<file path="src/rtl/rpn_stack_calculator_top_assert.svh">
// Assertion macros for the RPN stack calculator top level.
`ifndef RPN_STACK_CALCULATOR_TOP_ASSERT_SVH
`define RPN_STACK_CALCULATOR_TOP_ASSERT_SVH

// The condition must hold in the same cycle as the trigger.
`define RSC_ASSERT_IMP(name, clk, rst, pre, post) \
   name: assert property (@(posedge clk) disable iff (rst) (pre) |-> (post)) \
      else $error("rpn_stack_calculator: same-cycle check failed");

// The condition must hold in the cycle after the trigger.
`define RSC_ASSERT_NXT(name, clk, rst, pre, post) \
   name: assert property (@(posedge clk) disable iff (rst) (pre) |=> (post)) \
      else $error("rpn_stack_calculator: next-cycle check failed");

`endif

</file>
<file path="src/rtl/rsc_pkg.sv">
// Shared types and constants of the RPN stack calculator.
package rsc_pkg;

   localparam int DATA_W = 32;
   localparam int OP_W = 3;
   localparam int DEPTH_OUT_W = 5;
   localparam int DIV_CNT_W = 5;

   localparam int QUEUE_DEPTH = 2;
   localparam int QUEUE_PTR_W = 1;
   localparam int QUEUE_CNT_W = 2;

   localparam logic [OP_W-1:0] OP_PUSH   = 3'd0;
   localparam logic [OP_W-1:0] OP_ADD    = 3'd1;
   localparam logic [OP_W-1:0] OP_SUB    = 3'd2;
   localparam logic [OP_W-1:0] OP_MUL    = 3'd3;
   localparam logic [OP_W-1:0] OP_DIV    = 3'd4;
   localparam logic [OP_W-1:0] OP_NEGATE = 3'd5;

   typedef enum logic [1:0] {
      ST_OK        = 2'd0,
      ST_UNDERFLOW = 2'd1,
      ST_FULL      = 2'd2,
      ST_DIV_ZERO  = 2'd3
   } status_type;

   typedef enum logic [1:0] {
      KIND_NOP,
      KIND_PUSH,
      KIND_BINARY,
      KIND_NEGATE
   } kind_type;

   typedef enum logic [1:0] {
      ALU_ADD,
      ALU_SUB,
      ALU_MUL,
      ALU_DIV
   } alu_type;

   typedef struct packed {
      kind_type                  kind;
      alu_type                   alu;
      logic signed [DATA_W-1:0]  operand;
   } cmd_type;

   // Queue status: full is seen by the front end, valid by the back end.
   typedef struct packed {
      logic valid;
      logic full;
   } queue_status_type;

   typedef enum logic [2:0] {
      BK_IDLE,
      BK_EXEC,
      BK_DIV,
      BK_DONE
   } back_state_type;

endpackage

</file>
<file path="src/rtl/rsc_front.sv">
// Front end: takes request transactions and classifies each opcode into a command.
module rsc_front (
   input  logic                         req_valid,
   output logic                         req_stall,
   input  logic [2:0]                   req_op,
   input  logic signed [31:0]           req_operand,
   input  rsc_pkg::queue_status_type    q_status,
   output logic                         q_push,
   output rsc_pkg::cmd_type             q_cmd
);
   import rsc_pkg::*;

   assign req_stall = q_status.full;
   assign q_push    = req_valid && !q_status.full;

   always_comb begin
      q_cmd.operand = req_operand;
      q_cmd.alu     = ALU_ADD;
      q_cmd.kind    = KIND_NOP;
      case (req_op)
         OP_PUSH: begin
            q_cmd.kind = KIND_PUSH;
         end
         OP_ADD: begin
            q_cmd.kind = KIND_BINARY;
            q_cmd.alu  = ALU_ADD;
         end
         OP_SUB: begin
            q_cmd.kind = KIND_BINARY;
            q_cmd.alu  = ALU_SUB;
         end
         OP_MUL: begin
            q_cmd.kind = KIND_BINARY;
            q_cmd.alu  = ALU_MUL;
         end
         OP_DIV: begin
            q_cmd.kind = KIND_BINARY;
            q_cmd.alu  = ALU_DIV;
         end
         OP_NEGATE: begin
            q_cmd.kind = KIND_NEGATE;
         end
         default: begin
            q_cmd.kind = KIND_NOP;
         end
      endcase
   end

endmodule

</file>
<file path="src/rtl/rsc_queue.sv">
// Two-entry command queue between the front end and the back end.
module rsc_queue (
   input  logic                         clock,
   input  logic                         reset,
   input  logic                         push,
   input  rsc_pkg::cmd_type             push_cmd,
   input  logic                         pop,
   output rsc_pkg::queue_status_type    status,
   output rsc_pkg::cmd_type             head_cmd
);
   import rsc_pkg::*;

   cmd_type                  entry_ff [QUEUE_DEPTH];
   logic [QUEUE_PTR_W-1:0]   wr_ptr_ff, wr_ptr_in;
   logic [QUEUE_PTR_W-1:0]   rd_ptr_ff, rd_ptr_in;
   logic [QUEUE_CNT_W-1:0]   count_ff, count_in;
   logic                     do_push, do_pop;

   assign status.valid = (count_ff != '0);
   assign status.full  = (count_ff == QUEUE_CNT_W'(QUEUE_DEPTH));
   assign head_cmd     = entry_ff[rd_ptr_ff];

   assign do_push = push && !status.full;
   assign do_pop  = pop && status.valid;

   always_comb begin
      wr_ptr_in = do_push ? wr_ptr_ff + 1'b1 : wr_ptr_ff;
      rd_ptr_in = do_pop ? rd_ptr_ff + 1'b1 : rd_ptr_ff;
      count_in  = count_ff;
      if (do_push && !do_pop) begin
         count_in = count_ff + 1'b1;
      end else if (do_pop && !do_push) begin
         count_in = count_ff - 1'b1;
      end
   end

   always_ff @(posedge clock) begin
      if (reset) begin
         wr_ptr_ff <= '0;
         rd_ptr_ff <= '0;
         count_ff  <= '0;
      end else begin
         wr_ptr_ff <= wr_ptr_in;
         rd_ptr_ff <= rd_ptr_in;
         count_ff  <= count_in;
      end
   end

   always_ff @(posedge clock) begin
      if (do_push) begin
         entry_ff[wr_ptr_ff] <= push_cmd;
      end
   end

endmodule

</file>
<file path="src/rtl/rsc_divider.sv">
// Restoring unsigned divider that produces one quotient bit per cycle.
module rsc_divider (
   input  logic          clock,
   input  logic          reset,
   input  logic          start,
   input  logic [31:0]   dividend,
   input  logic [31:0]   divisor,
   output logic          done,
   output logic [31:0]   quotient
);
   import rsc_pkg::*;

   logic [DATA_W-1:0]    rem_ff, rem_in;
   logic [DATA_W-1:0]    quo_ff, quo_in;
   logic [DATA_W-1:0]    dvs_ff, dvs_in;
   logic [DIV_CNT_W-1:0] cnt_ff, cnt_in;
   logic                 busy_ff, busy_in;
   logic                 done_ff, done_in;
   logic [DATA_W:0]      trial;

   assign done     = done_ff;
   assign quotient = quo_ff;

   always_comb begin
      trial   = {rem_ff, quo_ff[DATA_W-1]} - {1'b0, dvs_ff};
      rem_in  = rem_ff;
      quo_in  = quo_ff;
      dvs_in  = dvs_ff;
      cnt_in  = cnt_ff;
      busy_in = busy_ff;
      done_in = 1'b0;
      if (start) begin
         rem_in  = '0;
         quo_in  = dividend;
         dvs_in  = divisor;
         cnt_in  = DIV_CNT_W'(DATA_W - 1);
         busy_in = 1'b1;
      end else if (busy_ff) begin
         if (!trial[DATA_W]) begin
            rem_in = trial[DATA_W-1:0];
            quo_in = {quo_ff[DATA_W-2:0], 1'b1};
         end else begin
            rem_in = {rem_ff[DATA_W-2:0], quo_ff[DATA_W-1]};
            quo_in = {quo_ff[DATA_W-2:0], 1'b0};
         end
         cnt_in = cnt_ff - 1'b1;
         if (cnt_ff == '0) begin
            busy_in = 1'b0;
            done_in = 1'b1;
         end
      end
   end

   always_ff @(posedge clock) begin
      if (reset) begin
         busy_ff <= 1'b0;
         done_ff <= 1'b0;
      end else begin
         busy_ff <= busy_in;
         done_ff <= done_in;
      end
   end

   always_ff @(posedge clock) begin
      rem_ff <= rem_in;
      quo_ff <= quo_in;
      dvs_ff <= dvs_in;
      cnt_ff <= cnt_in;
   end

endmodule

</file>
<file path="src/rtl/rsc_back.sv">
// Back end: operand stack memory, execution sequencer and response register.
module rsc_back #(
   parameter int STACK_DEPTH = 16
) (
   input  logic                         clock,
   input  logic                         reset,
   input  rsc_pkg::queue_status_type    q_status,
   input  rsc_pkg::cmd_type             q_cmd,
   output logic                         q_pop,
   output logic                         rsp_valid,
   input  logic                         rsp_stall,
   output logic signed [31:0]           rsp_top_value,
   output logic                         rsp_top_valid,
   output logic [4:0]                   rsp_depth,
   output logic [1:0]                   rsp_status
);
   import rsc_pkg::*;

   localparam int IDX_W = $clog2(STACK_DEPTH);
   localparam int CNT_W = $clog2(STACK_DEPTH + 1);

   logic [DATA_W-1:0]       stack_mem [STACK_DEPTH];
   logic [DATA_W-1:0]       rd_top_ff, rd_second_ff;

   back_state_type          state_ff, state_in;
   logic [CNT_W-1:0]        count_ff, count_in;
   logic [CNT_W-1:0]        new_count_ff, new_count_in;
   logic [DATA_W-1:0]       result_ff, result_in;
   status_type              status_ff, status_in;
   logic                    wr_ff, wr_in;
   logic [IDX_W-1:0]        wr_addr_ff, wr_addr_in;
   logic                    neg_ff, neg_in;

   logic                    rsp_valid_ff, rsp_valid_in;
   logic [DATA_W-1:0]       rsp_value_ff, rsp_value_in;
   logic                    rsp_top_valid_ff, rsp_top_valid_in;
   logic [DEPTH_OUT_W-1:0]  rsp_depth_ff, rsp_depth_in;
   status_type              rsp_status_ff, rsp_status_in;

   logic [CNT_W-1:0]        top_pos, second_pos;
   logic [IDX_W-1:0]        top_addr, second_addr;
   logic [DATA_W-1:0]       product;
   logic [DATA_W-1:0]       mag_a, mag_b;
   logic [CNT_W+DEPTH_OUT_W-1:0] depth_wide;
   logic                    out_free, commit, div_start, div_done;
   logic [DATA_W-1:0]       div_quo;

   assign top_pos     = count_ff - 1'b1;
   assign second_pos  = count_ff - CNT_W'(2);
   assign top_addr    = top_pos[IDX_W-1:0];
   assign second_addr = second_pos[IDX_W-1:0];

   // Only the low word of the product is kept, so a 32 by 32 multiplier suffices.
   assign product = rd_second_ff * rd_top_ff;
   assign mag_a   = rd_top_ff[DATA_W-1] ? (DATA_W'(0) - rd_top_ff) : rd_top_ff;
   assign mag_b   = rd_second_ff[DATA_W-1] ? (DATA_W'(0) - rd_second_ff) : rd_second_ff;

   assign out_free   = !rsp_valid_ff || !rsp_stall;
   assign depth_wide = {{DEPTH_OUT_W{1'b0}}, new_count_ff};

   rsc_divider u_divider (
      .clock    (clock),
      .reset    (reset),
      .start    (div_start),
      .dividend (mag_b),
      .divisor  (mag_a),
      .done     (div_done),
      .quotient (div_quo)
   );

   always_comb begin
      state_in     = state_ff;
      count_in     = count_ff;
      new_count_in = new_count_ff;
      result_in    = result_ff;
      status_in    = status_ff;
      wr_in        = wr_ff;
      wr_addr_in   = wr_addr_ff;
      neg_in       = neg_ff;
      q_pop        = 1'b0;
      div_start    = 1'b0;
      commit       = 1'b0;
      case (state_ff)
         BK_IDLE: begin
            if (q_status.valid) begin
               state_in = BK_EXEC;
            end
         end
         BK_EXEC: begin
            state_in     = BK_DONE;
            new_count_in = count_ff;
            result_in    = rd_top_ff;
            status_in    = ST_OK;
            wr_in        = 1'b0;
            wr_addr_in   = top_addr;
            case (q_cmd.kind)
               KIND_PUSH: begin
                  if (count_ff == CNT_W'(STACK_DEPTH)) begin
                     status_in = ST_FULL;
                  end else begin
                     result_in    = q_cmd.operand;
                     wr_in        = 1'b1;
                     wr_addr_in   = count_ff[IDX_W-1:0];
                     new_count_in = count_ff + 1'b1;
                  end
               end
               KIND_BINARY: begin
                  if (count_ff < CNT_W'(2)) begin
                     status_in = ST_UNDERFLOW;
                  end else begin
                     wr_in        = 1'b1;
                     wr_addr_in   = second_addr;
                     new_count_in = top_pos;
                     case (q_cmd.alu)
                        ALU_ADD: result_in = rd_second_ff + rd_top_ff;
                        ALU_SUB: result_in = rd_second_ff - rd_top_ff;
                        ALU_MUL: result_in = product;
                        ALU_DIV: begin
                           if (rd_top_ff == '0) begin
                              status_in    = ST_DIV_ZERO;
                              wr_in        = 1'b0;
                              new_count_in = count_ff;
                           end else begin
                              neg_in    = rd_top_ff[DATA_W-1] ^ rd_second_ff[DATA_W-1];
                              div_start = 1'b1;
                              state_in  = BK_DIV;
                           end
                        end
                        default: result_in = rd_top_ff;
                     endcase
                  end
               end
               KIND_NEGATE: begin
                  if (count_ff == '0) begin
                     status_in = ST_UNDERFLOW;
                  end else begin
                     result_in = DATA_W'(0) - rd_top_ff;
                     wr_in     = 1'b1;
                  end
               end
               default: begin
                  status_in = ST_OK;
               end
            endcase
         end
         BK_DIV: begin
            if (div_done) begin
               result_in = neg_ff ? (DATA_W'(0) - div_quo) : div_quo;
               state_in  = BK_DONE;
            end
         end
         BK_DONE: begin
            if (out_free) begin
               commit   = 1'b1;
               q_pop    = 1'b1;
               count_in = new_count_ff;
               state_in = BK_IDLE;
            end
         end
         default: begin
            state_in = BK_IDLE;
         end
      endcase
   end

   always_comb begin
      rsp_valid_in     = rsp_valid_ff && rsp_stall;
      rsp_value_in     = rsp_value_ff;
      rsp_top_valid_in = rsp_top_valid_ff;
      rsp_depth_in     = rsp_depth_ff;
      rsp_status_in    = rsp_status_ff;
      if (commit) begin
         rsp_valid_in     = 1'b1;
         rsp_top_valid_in = (new_count_ff != '0);
         rsp_value_in     = (new_count_ff != '0) ? result_ff : '0;
         rsp_depth_in     = depth_wide[DEPTH_OUT_W-1:0];
         rsp_status_in    = status_ff;
      end
   end

   always_ff @(posedge clock) begin
      if (reset) begin
         state_ff     <= BK_IDLE;
         count_ff     <= '0;
         rsp_valid_ff <= 1'b0;
      end else begin
         state_ff     <= state_in;
         count_ff     <= count_in;
         rsp_valid_ff <= rsp_valid_in;
      end
   end

   always_ff @(posedge clock) begin
      new_count_ff     <= new_count_in;
      result_ff        <= result_in;
      status_ff        <= status_in;
      wr_ff            <= wr_in;
      wr_addr_ff       <= wr_addr_in;
      neg_ff           <= neg_in;
      rsp_value_ff     <= rsp_value_in;
      rsp_top_valid_ff <= rsp_top_valid_in;
      rsp_depth_ff     <= rsp_depth_in;
      rsp_status_ff    <= rsp_status_in;
   end

   // Stack memory: one write port, two registered read ports.
   always_ff @(posedge clock) begin
      if (commit && wr_ff) begin
         stack_mem[wr_addr_ff] <= result_ff;
      end
      rd_top_ff    <= stack_mem[top_addr];
      rd_second_ff <= stack_mem[second_addr];
   end

   assign rsp_valid     = rsp_valid_ff;
   assign rsp_top_value = rsp_value_ff;
   assign rsp_top_valid = rsp_top_valid_ff;
   assign rsp_depth     = rsp_depth_ff;
   assign rsp_status    = rsp_status_ff;

endmodule

</file>
<file path="src/rtl/rpn_stack_calculator_top.sv">
// Top level of the RPN stack calculator: front end, command queue and back end.
//
// This block is a postfix integer calculator on an operand stack of STACK_DEPTH
// 32-bit entries. Each request transaction carries one operation (push, add,
// subtract, multiply, divide or negate) and yields exactly one response
// transaction that reports the top of the stack, whether the stack holds any
// entry, the depth and a status code. Errors (underflow, push onto a full stack,
// divide by zero) leave the stack unchanged. A front end classifies each opcode
// and places the command in a two-entry queue, so new requests are taken while
// the back end is busy or a response waits to be taken. The back end runs one
// command at a time: a push, add, subtract, multiply, negate or error case goes
// through the idle, execute and commit states, because the two top entries come
// from a stack memory with registered read ports. A successful divide also waits
// on the radix-2 divider, which produces one quotient bit per cycle.
// The depth field carries the low five bits of the entry count.

`include "rpn_stack_calculator_top_assert.svh"

module rpn_stack_calculator_top #(
   parameter int STACK_DEPTH = 16
) (
   input  logic                 clock,
   input  logic                 reset,
   input  logic                 req_valid,
   output logic                 req_stall,
   input  logic [2:0]           req_op,
   input  logic signed [31:0]   req_operand,
   output logic                 rsp_valid,
   input  logic                 rsp_stall,
   output logic signed [31:0]   rsp_top_value,
   output logic                 rsp_top_valid,
   output logic [4:0]           rsp_depth,
   output logic [1:0]           rsp_status
);
   import rsc_pkg::*;

   queue_status_type q_status;
   cmd_type          q_push_cmd;
   cmd_type          q_head_cmd;
   logic             q_push;
   logic             q_pop;

   // Opcode classification and request handshake.
   rsc_front u_front (
      .req_valid   (req_valid),
      .req_stall   (req_stall),
      .req_op      (req_op),
      .req_operand (req_operand),
      .q_status    (q_status),
      .q_push      (q_push),
      .q_cmd       (q_push_cmd)
   );

   // Decoupling queue: the front end fills it, the back end drains it.
   rsc_queue u_queue (
      .clock    (clock),
      .reset    (reset),
      .push     (q_push),
      .push_cmd (q_push_cmd),
      .pop      (q_pop),
      .status   (q_status),
      .head_cmd (q_head_cmd)
   );

   // Stack, arithmetic and the response register.
   rsc_back #(
      .STACK_DEPTH (STACK_DEPTH)
   ) u_back (
      .clock         (clock),
      .reset         (reset),
      .q_status      (q_status),
      .q_cmd         (q_head_cmd),
      .q_pop         (q_pop),
      .rsp_valid     (rsp_valid),
      .rsp_stall     (rsp_stall),
      .rsp_top_value (rsp_top_value),
      .rsp_top_valid (rsp_top_valid),
      .rsp_depth     (rsp_depth),
      .rsp_status    (rsp_status)
   );

   // A completed command always loads the response register.
   `RSC_ASSERT_NXT(a_pop_gives_response, clock, reset, q_pop, rsp_valid)
   // A divide by zero leaves the zero divisor on top of the stack.
   `RSC_ASSERT_IMP(a_div_zero_top, clock, reset, rsp_valid && (rsp_status == ST_DIV_ZERO), rsp_top_valid && (rsp_top_value == 32'sd0))
   // Only a non-empty stack can be full.
   `RSC_ASSERT_IMP(a_full_has_top, clock, reset, rsp_valid && (rsp_status == ST_FULL), rsp_top_valid)
   // Underflow only happens with fewer than two entries.
   `RSC_ASSERT_IMP(a_underflow_depth, clock, reset, rsp_valid && (rsp_status == ST_UNDERFLOW), rsp_depth <= 5'd1)

endmodule

</file>
<file path="config.mk">
export PLATFORM = sky130hd
export DESIGN_NAME = rpn_stack_calculator_top
export DESIGN_NICKNAME = d
export VERILOG_FILES = /design/src/rtl/rsc_pkg.sv /design/src/rtl/rsc_front.sv /design/src/rtl/rsc_queue.sv /design/src/rtl/rsc_divider.sv /design/src/rtl/rsc_back.sv /design/src/rtl/rpn_stack_calculator_top.sv
export VERILOG_INCLUDE_DIRS = /design/src /design/src/rtl
export SDC_FILE = /design/constraint.sdc
export NUM_CORES = 2
export LEC_CHECK = 0
export BUFFER_PORTS_ARGS = -buffer_cell sky130_fd_sc_hd__buf_4
export CORE_ASPECT_RATIO = 1.2
export CORE_MARGIN = 3
export CORE_UTILIZATION = 40
export CTS_BUF_LIST = sky130_fd_sc_hd__clkbuf_4 sky130_fd_sc_hd__clkbuf_8 sky130_fd_sc_hd__clkbuf_16
export DETAILED_ROUTE_END_ITERATION = 12
export SLEW_MARGIN = 15
export SYNTH_ARGS = -nofsm -noshare
export SYNTH_HDL_FRONTEND = slang
export SYNTH_HIERARCHICAL = 1
export SYNTH_SLANG_ARGS = --single-unit
</file>
<file path="constraint.sdc">
create_clock -name clock -period 10.1 [get_ports clock]
set_input_delay 2.02 -clock clock [delete_from_list [all_inputs] [get_ports clock]]
set_output_delay 2.02 -clock clock [all_outputs]
set_load 0.1 [all_outputs]
</file>
# After elaboration in Yosys (flattened, before gate mapping)
# Memory sizes are Yosys's and may differ from the RTL's. A register that Yosys moved wholly into a read port is not among the register bits.
# Cells that the tools add are included.
[totals] out_inout_bits=42 word_cells=157 ramBits=584 mem_count=2 register_bits=201
[mem_list] memory="u_back.stack_mem" depth=16 word_bits=32 rd=2 rd_ports_with_merged_regs=2 wr=1 line_no="rsc_back.sv:22" text="logic [DATA_W-1:0] stack_mem [STACK_DEPTH];"
[mem_list] memory="u_queue.entry_ff" depth=2 word_bits=36 rd=1 rd_ports_with_merged_regs=1 wr=1 line_no="rsc_queue.sv:13" text="cmd_type entry_ff [QUEUE_DEPTH];"
[classes] eq_ne=19 addsub=14 bitwise=4 n_mul=1 mux=63 reduce_logical=30 magnitude_cmp=1
[op_table] op="$mux 32" n=9
[op_table] op="$pmux 32 s3" n=2
[op_table] op="$sub 1x32->32 const A" n=3
[op_table] op="$pmux 32 s2" n=1
[op_table] op="$sub 33x32->33" n=1
[op_table] op="$add 32x32->32" n=1
[op_table] op="$logic_not 32->1" n=1
[op_table] op="$mul 32x32->32" n=1
[op_table] op="$sub 32x32->32" n=1
[op_table] op="$mux 31" n=1
[op_table] op="$mux 1" n=25
[op_table] op="$mux 5" n=4
[op_table] op="$mux 3" n=6
[op_table] op="$pmux 2 s3" n=3
[op_table] op="$eq 3x2->1 const B" n=4
[op_table] op="$mux 2" n=6
[op_table] op="$pmux 3 s4" n=1
[op_table] op="$eq 2x2->1 const B" n=5
[op_table] op="$logic_not 5->1" n=2
[op_table] op="$pmux 5 s2" n=1
[op_table] op="$sub 5x1->5 const B" n=2
[op_table] op="$mux 4" n=2
[op_table] op="$pmux 4 s2" n=1
[op_table] op="$reduce_bool 2->1" n=4
[op_table] op="26 further kinds" n=45

# Logic depth before layout (Yosys ltp)
[logic_depth] depth_word=8 mapped_depth=27 depth_no_buf=25

# By module
# The synthesis kept the hierarchy.
[by_module_without_submodules] mod="rsc_back" seq_area_each_um2=19368.6 cells_per_inst=3992 area_each_um2=49935.4 instances=1
[by_module_without_submodules] mod="rsc_divider" seq_area_each_um2=2702.6 cells_per_inst=581 area_each_um2=5808.1 instances=1
[by_module_without_submodules] mod="rsc_queue" seq_area_each_um2=2262.2 cells_per_inst=137 area_each_um2=2815.2 instances=1
[by_module_without_submodules] mod="rsc_front" seq_area_each_um2=0.0 cells_per_inst=43 area_each_um2=306.5 instances=1

# Least setup slack after synthesis
# OpenSTA, ideal clock, no wires.
[synth_path] kind="flip-flop to flip-flop" start="reg u_back.rd_top_ff[8] (read register of u_back.stack_mem)" end="reg u_back.result_ff[31], data pin" stages_incl_launch_ff=24 setup_time_ps=152 required_time_ps=9948 synth_period_minus_slack_ps=7513 arrival_ps=7360 path_slack_ps=2587 path_cell_list="dfxtp_1 clkbuf_1 clkbuf_1 buf_1 nand2_1 fa_1 fa_1 fa_1 fa_1 fa_1 inv_1 fa_1 fa_1 fa_1 ha_1 and3_1 and2_1 a221o_1 or2_2 o21a_1 a211o_1 xnor2_1 a211o_1 o22ai_1"
[synth_via] elab_chain_len=5 elab_cells_between_ends=9 classes_between="3 x add/sub; 1 x mul; 5 x mux"
[synth_rtl] item="from (decl)" line_no="rsc_back.sv:23" text="logic [DATA_W-1:0] rd_top_ff, rd_second_ff;"
[synth_rtl] item="$mul 32x32->32 (tied with other cells)" line_no="rsc_back.sv:54" text="assign product = rd_second_ff * rd_top_ff;"
[synth_rtl] item="$pmux 32 s3" line_no="rsc_back.sv:114" text="case (q_cmd.alu)"
[synth_rtl] item="$mux 32" line_no="rsc_back.sv:108" text="if (count_ff < CNT_W'(2)) begin"
[synth_rtl] item="$pmux 32 s3 *" line_no="rsc_back.sv:96" text="case (q_cmd.kind)"
[synth_rtl] item="$pmux 32 s2 *" line_no="rsc_back.sv:83" text="case (state_ff)"
[synth_rtl] item="named net u_back.result_in[31]" line_no="rsc_back.sv:28" text="logic [DATA_W-1:0] result_ff, result_in;"
[synth_rtl] item="to (signal assigned)" line_no="rsc_back.sv:195" text="result_ff <= result_in;"
[synth_rtl] item="to (decl)" line_no="rsc_back.sv:28"
# The timed path passes the listed nets; every way through them passes the cells marked *.
# A chain may end at the register's enable or synchronous reset.

# Worst setup path in the final report
[layout_path] start="reg u_back.rd_top_ff[6] (read register of u_back.stack_mem)" end="reg u_back.result_ff[31], data pin"
# Same word-level chain as after synthesis.

==> results.ini <==
[grt]
antenna_found_initial=15
use_met1_pct=29.8
busiest_layer=met2
grt_start_max_net_pins=71
grt_use_total_pct=23.7
met3_usage_pct=3.97
grt-ovfl-total=0
met2_usage_pct=40.3
grt_pass1_vias=40400
grt_pass1_wl_um=267000

[sta]
worstMarginPinSlew_ps=1250
slew-limit-headroom_pct=14.3
fin_setup_tns_ps=0
skew_ps=51.6
drv_slew=0
rsz0062_at_grt=false
min_period_ps=8320
finalCritPeriodShare_pct=82.4
max_freq_mhz=120
hold_viol=0
setup_violations=0

[setup_path]
crit-reg2reg-launch=u_back/rd_top_ff[6]
worst_setup_path_start_kind=register
arrival_ps=8830
critPathKind=reg2reg
r2r_cells=22
cp.required_ps=10610
cp_common_cell=fa_1
reg2reg_to=u_back/result_ff[31]
crit_end=u_back/result_ff[31]
end_kind=register
r2r_slack_ps=1780
path_max_fanout=18
cpPeakStageDelay_ps=860
crit_path_cell_trace=buf_4 -> and2_1 -> fa_1 -> fa_1 -> fa_1 -> inv_1 -> fa_1 -> inv_1 -> fa_1 -> fa_1 -> fa_1 -> fa_1 -> ha_1 -> a21o_1 -> a31o_2 -> a221o_1 -> or2_2 -> o21a_1 -> a211o_1 -> xnor2_1 -> a211o_1 -> o22ai_1
cp_slowest_cell=dfxtp_1
crit_start=u_back/rd_top_ff[6]

[synthesis]
netlist_instances=4753
synth_top_area_cell=edfxtp_1
ys_seq_elements=849
yosys_warnings=6
synthTopCellsByArea=edfxtp_1 (37%), fa_1 (14%), mux4_2 (12%)
synth_edf_count=733
ys_seq_area_share_pct=41.3
netlist_top_cells_count=edfxtp_1 (733), inv_1 (461), nand2_1 (439)
yosysMostFrequentCell=edfxtp_1
synth.distinct_cells=93
synth_fp_nets=5409
synth_flop_cell=edfxtp_1
avgSynthCellArea_um2=12.4
synth_area_um2=58900
synth_top_area_share_pct=37.4
async_reset_ff_share_pct=0

[run]
maxCapViolations=0

[clock_network]
postCtsSetupRepairBufs=0
cts_resized=0
clk_latency_ps=720
cts_buffer_depth=3
cts_tree=yes
cts.sink_count=849
cts.clk_slew.worst_paths_ps=60
cts_root_buf=clkbuf_16
cts_buffers=91
htreeDepth=3
hold_buffers=0

[placed_design]
port_buffers=80
place_area_um2=61600
gp_congestion=0.966
place_hpwl_um=122000

[floorplan]
initial_core_util_pct=40.5
core-area_um2=145000
die_x_um=356
num_rows=153
fp.dieArea_um2=152000
io_pins=81
die_h_um=426

[finish]
nNetsFinal=5366
synthToLayoutAreaGrowth_pct=10.1
layout-drive-gt1-share_pct=16.9
stdcell_area_um2=64800
fillers=13400

[routing]
wire_per_inst_um=26.7
dr.first_iter.drc_count=3859
route.detailed.drc=0
drtPass1Iterations=8
vias_per_cell=5.81
vias=39100
wl_um=179000
drt.antenna.violating_nets=0

[worst_hold_path]
hold_path_class=reg2reg

[outcome]
status=finished, final reports clean

[metal layers]
| layer | wire [µm] | part of all wire [%] |
|---|---|---|
| met1 | 68600 | 38 |
| met2 | 88000 | 49 |
| met3 | 13500 | 7.5 |
| met4 | 9190 | 5.1 |
| met5 | 43 | 0.024 |
[logic make-up after synthesis]
| kind of cell | synth area share [%] |
|---|---|
| XOR/XNOR | 4.21 |
| AND/OR/NAND/NOR | 10.3 |
| flip-flops | 41.3 |
| buffers and inverters | 5.34 |
| adder cells (fa/ha/maj) | 18.3 |
| AO/OA/AOI/OAI | 6.62 |
| multiplexers | 13.8 |
[flip-flops by register name, summed over array words and instances, names as in the netlist, 2 cells and up, named ones only]
name	flops
u_back/count_ff	5
u_back/new_count_ff	5
u_back/rd_second_ff	32
u_back/rd_top_ff	32
u_back/result_ff	32
u_back/rsp_depth	5
u_back/rsp_status	2
u_back/rsp_top_value	32
u_back/stack_mem	512
u_back/state_ff	2
u_back/status_ff	2
u_back/u_divider/cnt_ff	5
u_back/u_divider/dvs_ff	32
u_back/u_divider/quotient	32
u_back/u_divider/rem_ff	32
u_back/wr_addr_ff	4
u_queue/count_ff	2
u_queue/entry_ff	72
[how the worst min path moves through the flow]
stage | from | endpoint | slack, ps | cells after the start
after global routing | u_back/status_ff[1] | u_back/rsp_status[1] | 450 | 0
final | u_back/status_ff[1] | u_back/rsp_status[1] | 430 | 0
after floorplan | u_back/status_ff[0] | u_back/rsp_status[0] | 400 | 0
after detailed placement | u_back/status_ff[1] | u_back/rsp_status[1] | 410 | 0
after CTS | u_back/status_ff[1] | u_back/rsp_status[1] | 430 | 0
after global placement | u_back/status_ff[1] | u_back/rsp_status[1] | 410 | 0
[critical path: cells and delay by family (launching register included)]
kind | cells | cell delay (ps)
fa+ha+maj | 9 | 4310
compound gates | 7 | 1740
flops | 1 | 860
buf+inv | 3 | 530
simple gates | 2 | 480
xor+xnor | 1 | 160
[layout make-up]
| cell class | count | area, µm² | area share [%] |
|---|---|---|---|
| Tap cell | 1937 | 2420 | 3.74 |
| Multi-Input combinational cell | 3111 | 31600 | 48.7 |
| Clock buffer | 120 | 2630 | 4.05 |
| Sequential cell | 849 | 24300 | 37.6 |
| Inverter | 462 | 1730 | 2.68 |
| Timing Repair Buffer | 195 | 1500 | 2.31 |
| Antenna cell | 2 | 5.00 | 0.00772 |
| Clock inverter | 51 | 599 | 0.925 |
[metrics by stage]
stage	util (%)	hold slack, ps	cells	worst slack [ps]
2_1_floorplan	-	400	4753	2590
3_3_place_gp	42.3	411	6553	1920
3_5_place_dp	42.3	414	6553	1850
4_1_cts	44.5	429	6724	1790
5_1_grt	44.5	452	6725	1530
6_report	44.5	429	6727	1780
[cells in the final DEF, fill, tap and decap left out, types with 33 or more instances in the layout]
| master | n |
|---|---|
| o21ai_0 | 140 |
| nor3_1 | 49 |
| a21oi_1 | 152 |
| inv_1 | 461 |
| nor2b_1 | 47 |
| and2_1 | 308 |
| mux4_2 | 320 |
| a21o_1 | 37 |
| buf_4 | 193 |
| clkbuf_16 | 95 |
| xnor2_1 | 179 |
| nand2_1 | 439 |
| edfxtp_1 | 733 |
| nor2_1 | 150 |
| dfxtp_1 | 111 |
| fa_1 | 410 |
| mux2_2 | 68 |
| ha_1 | 204 |
| nand2b_1 | 33 |
| nand3_1 | 43 |
| xor2_1 | 95 |
Power is not shown: default switching activity piles up to over one toggle a cycle in this logic, so the estimate is an artifact.
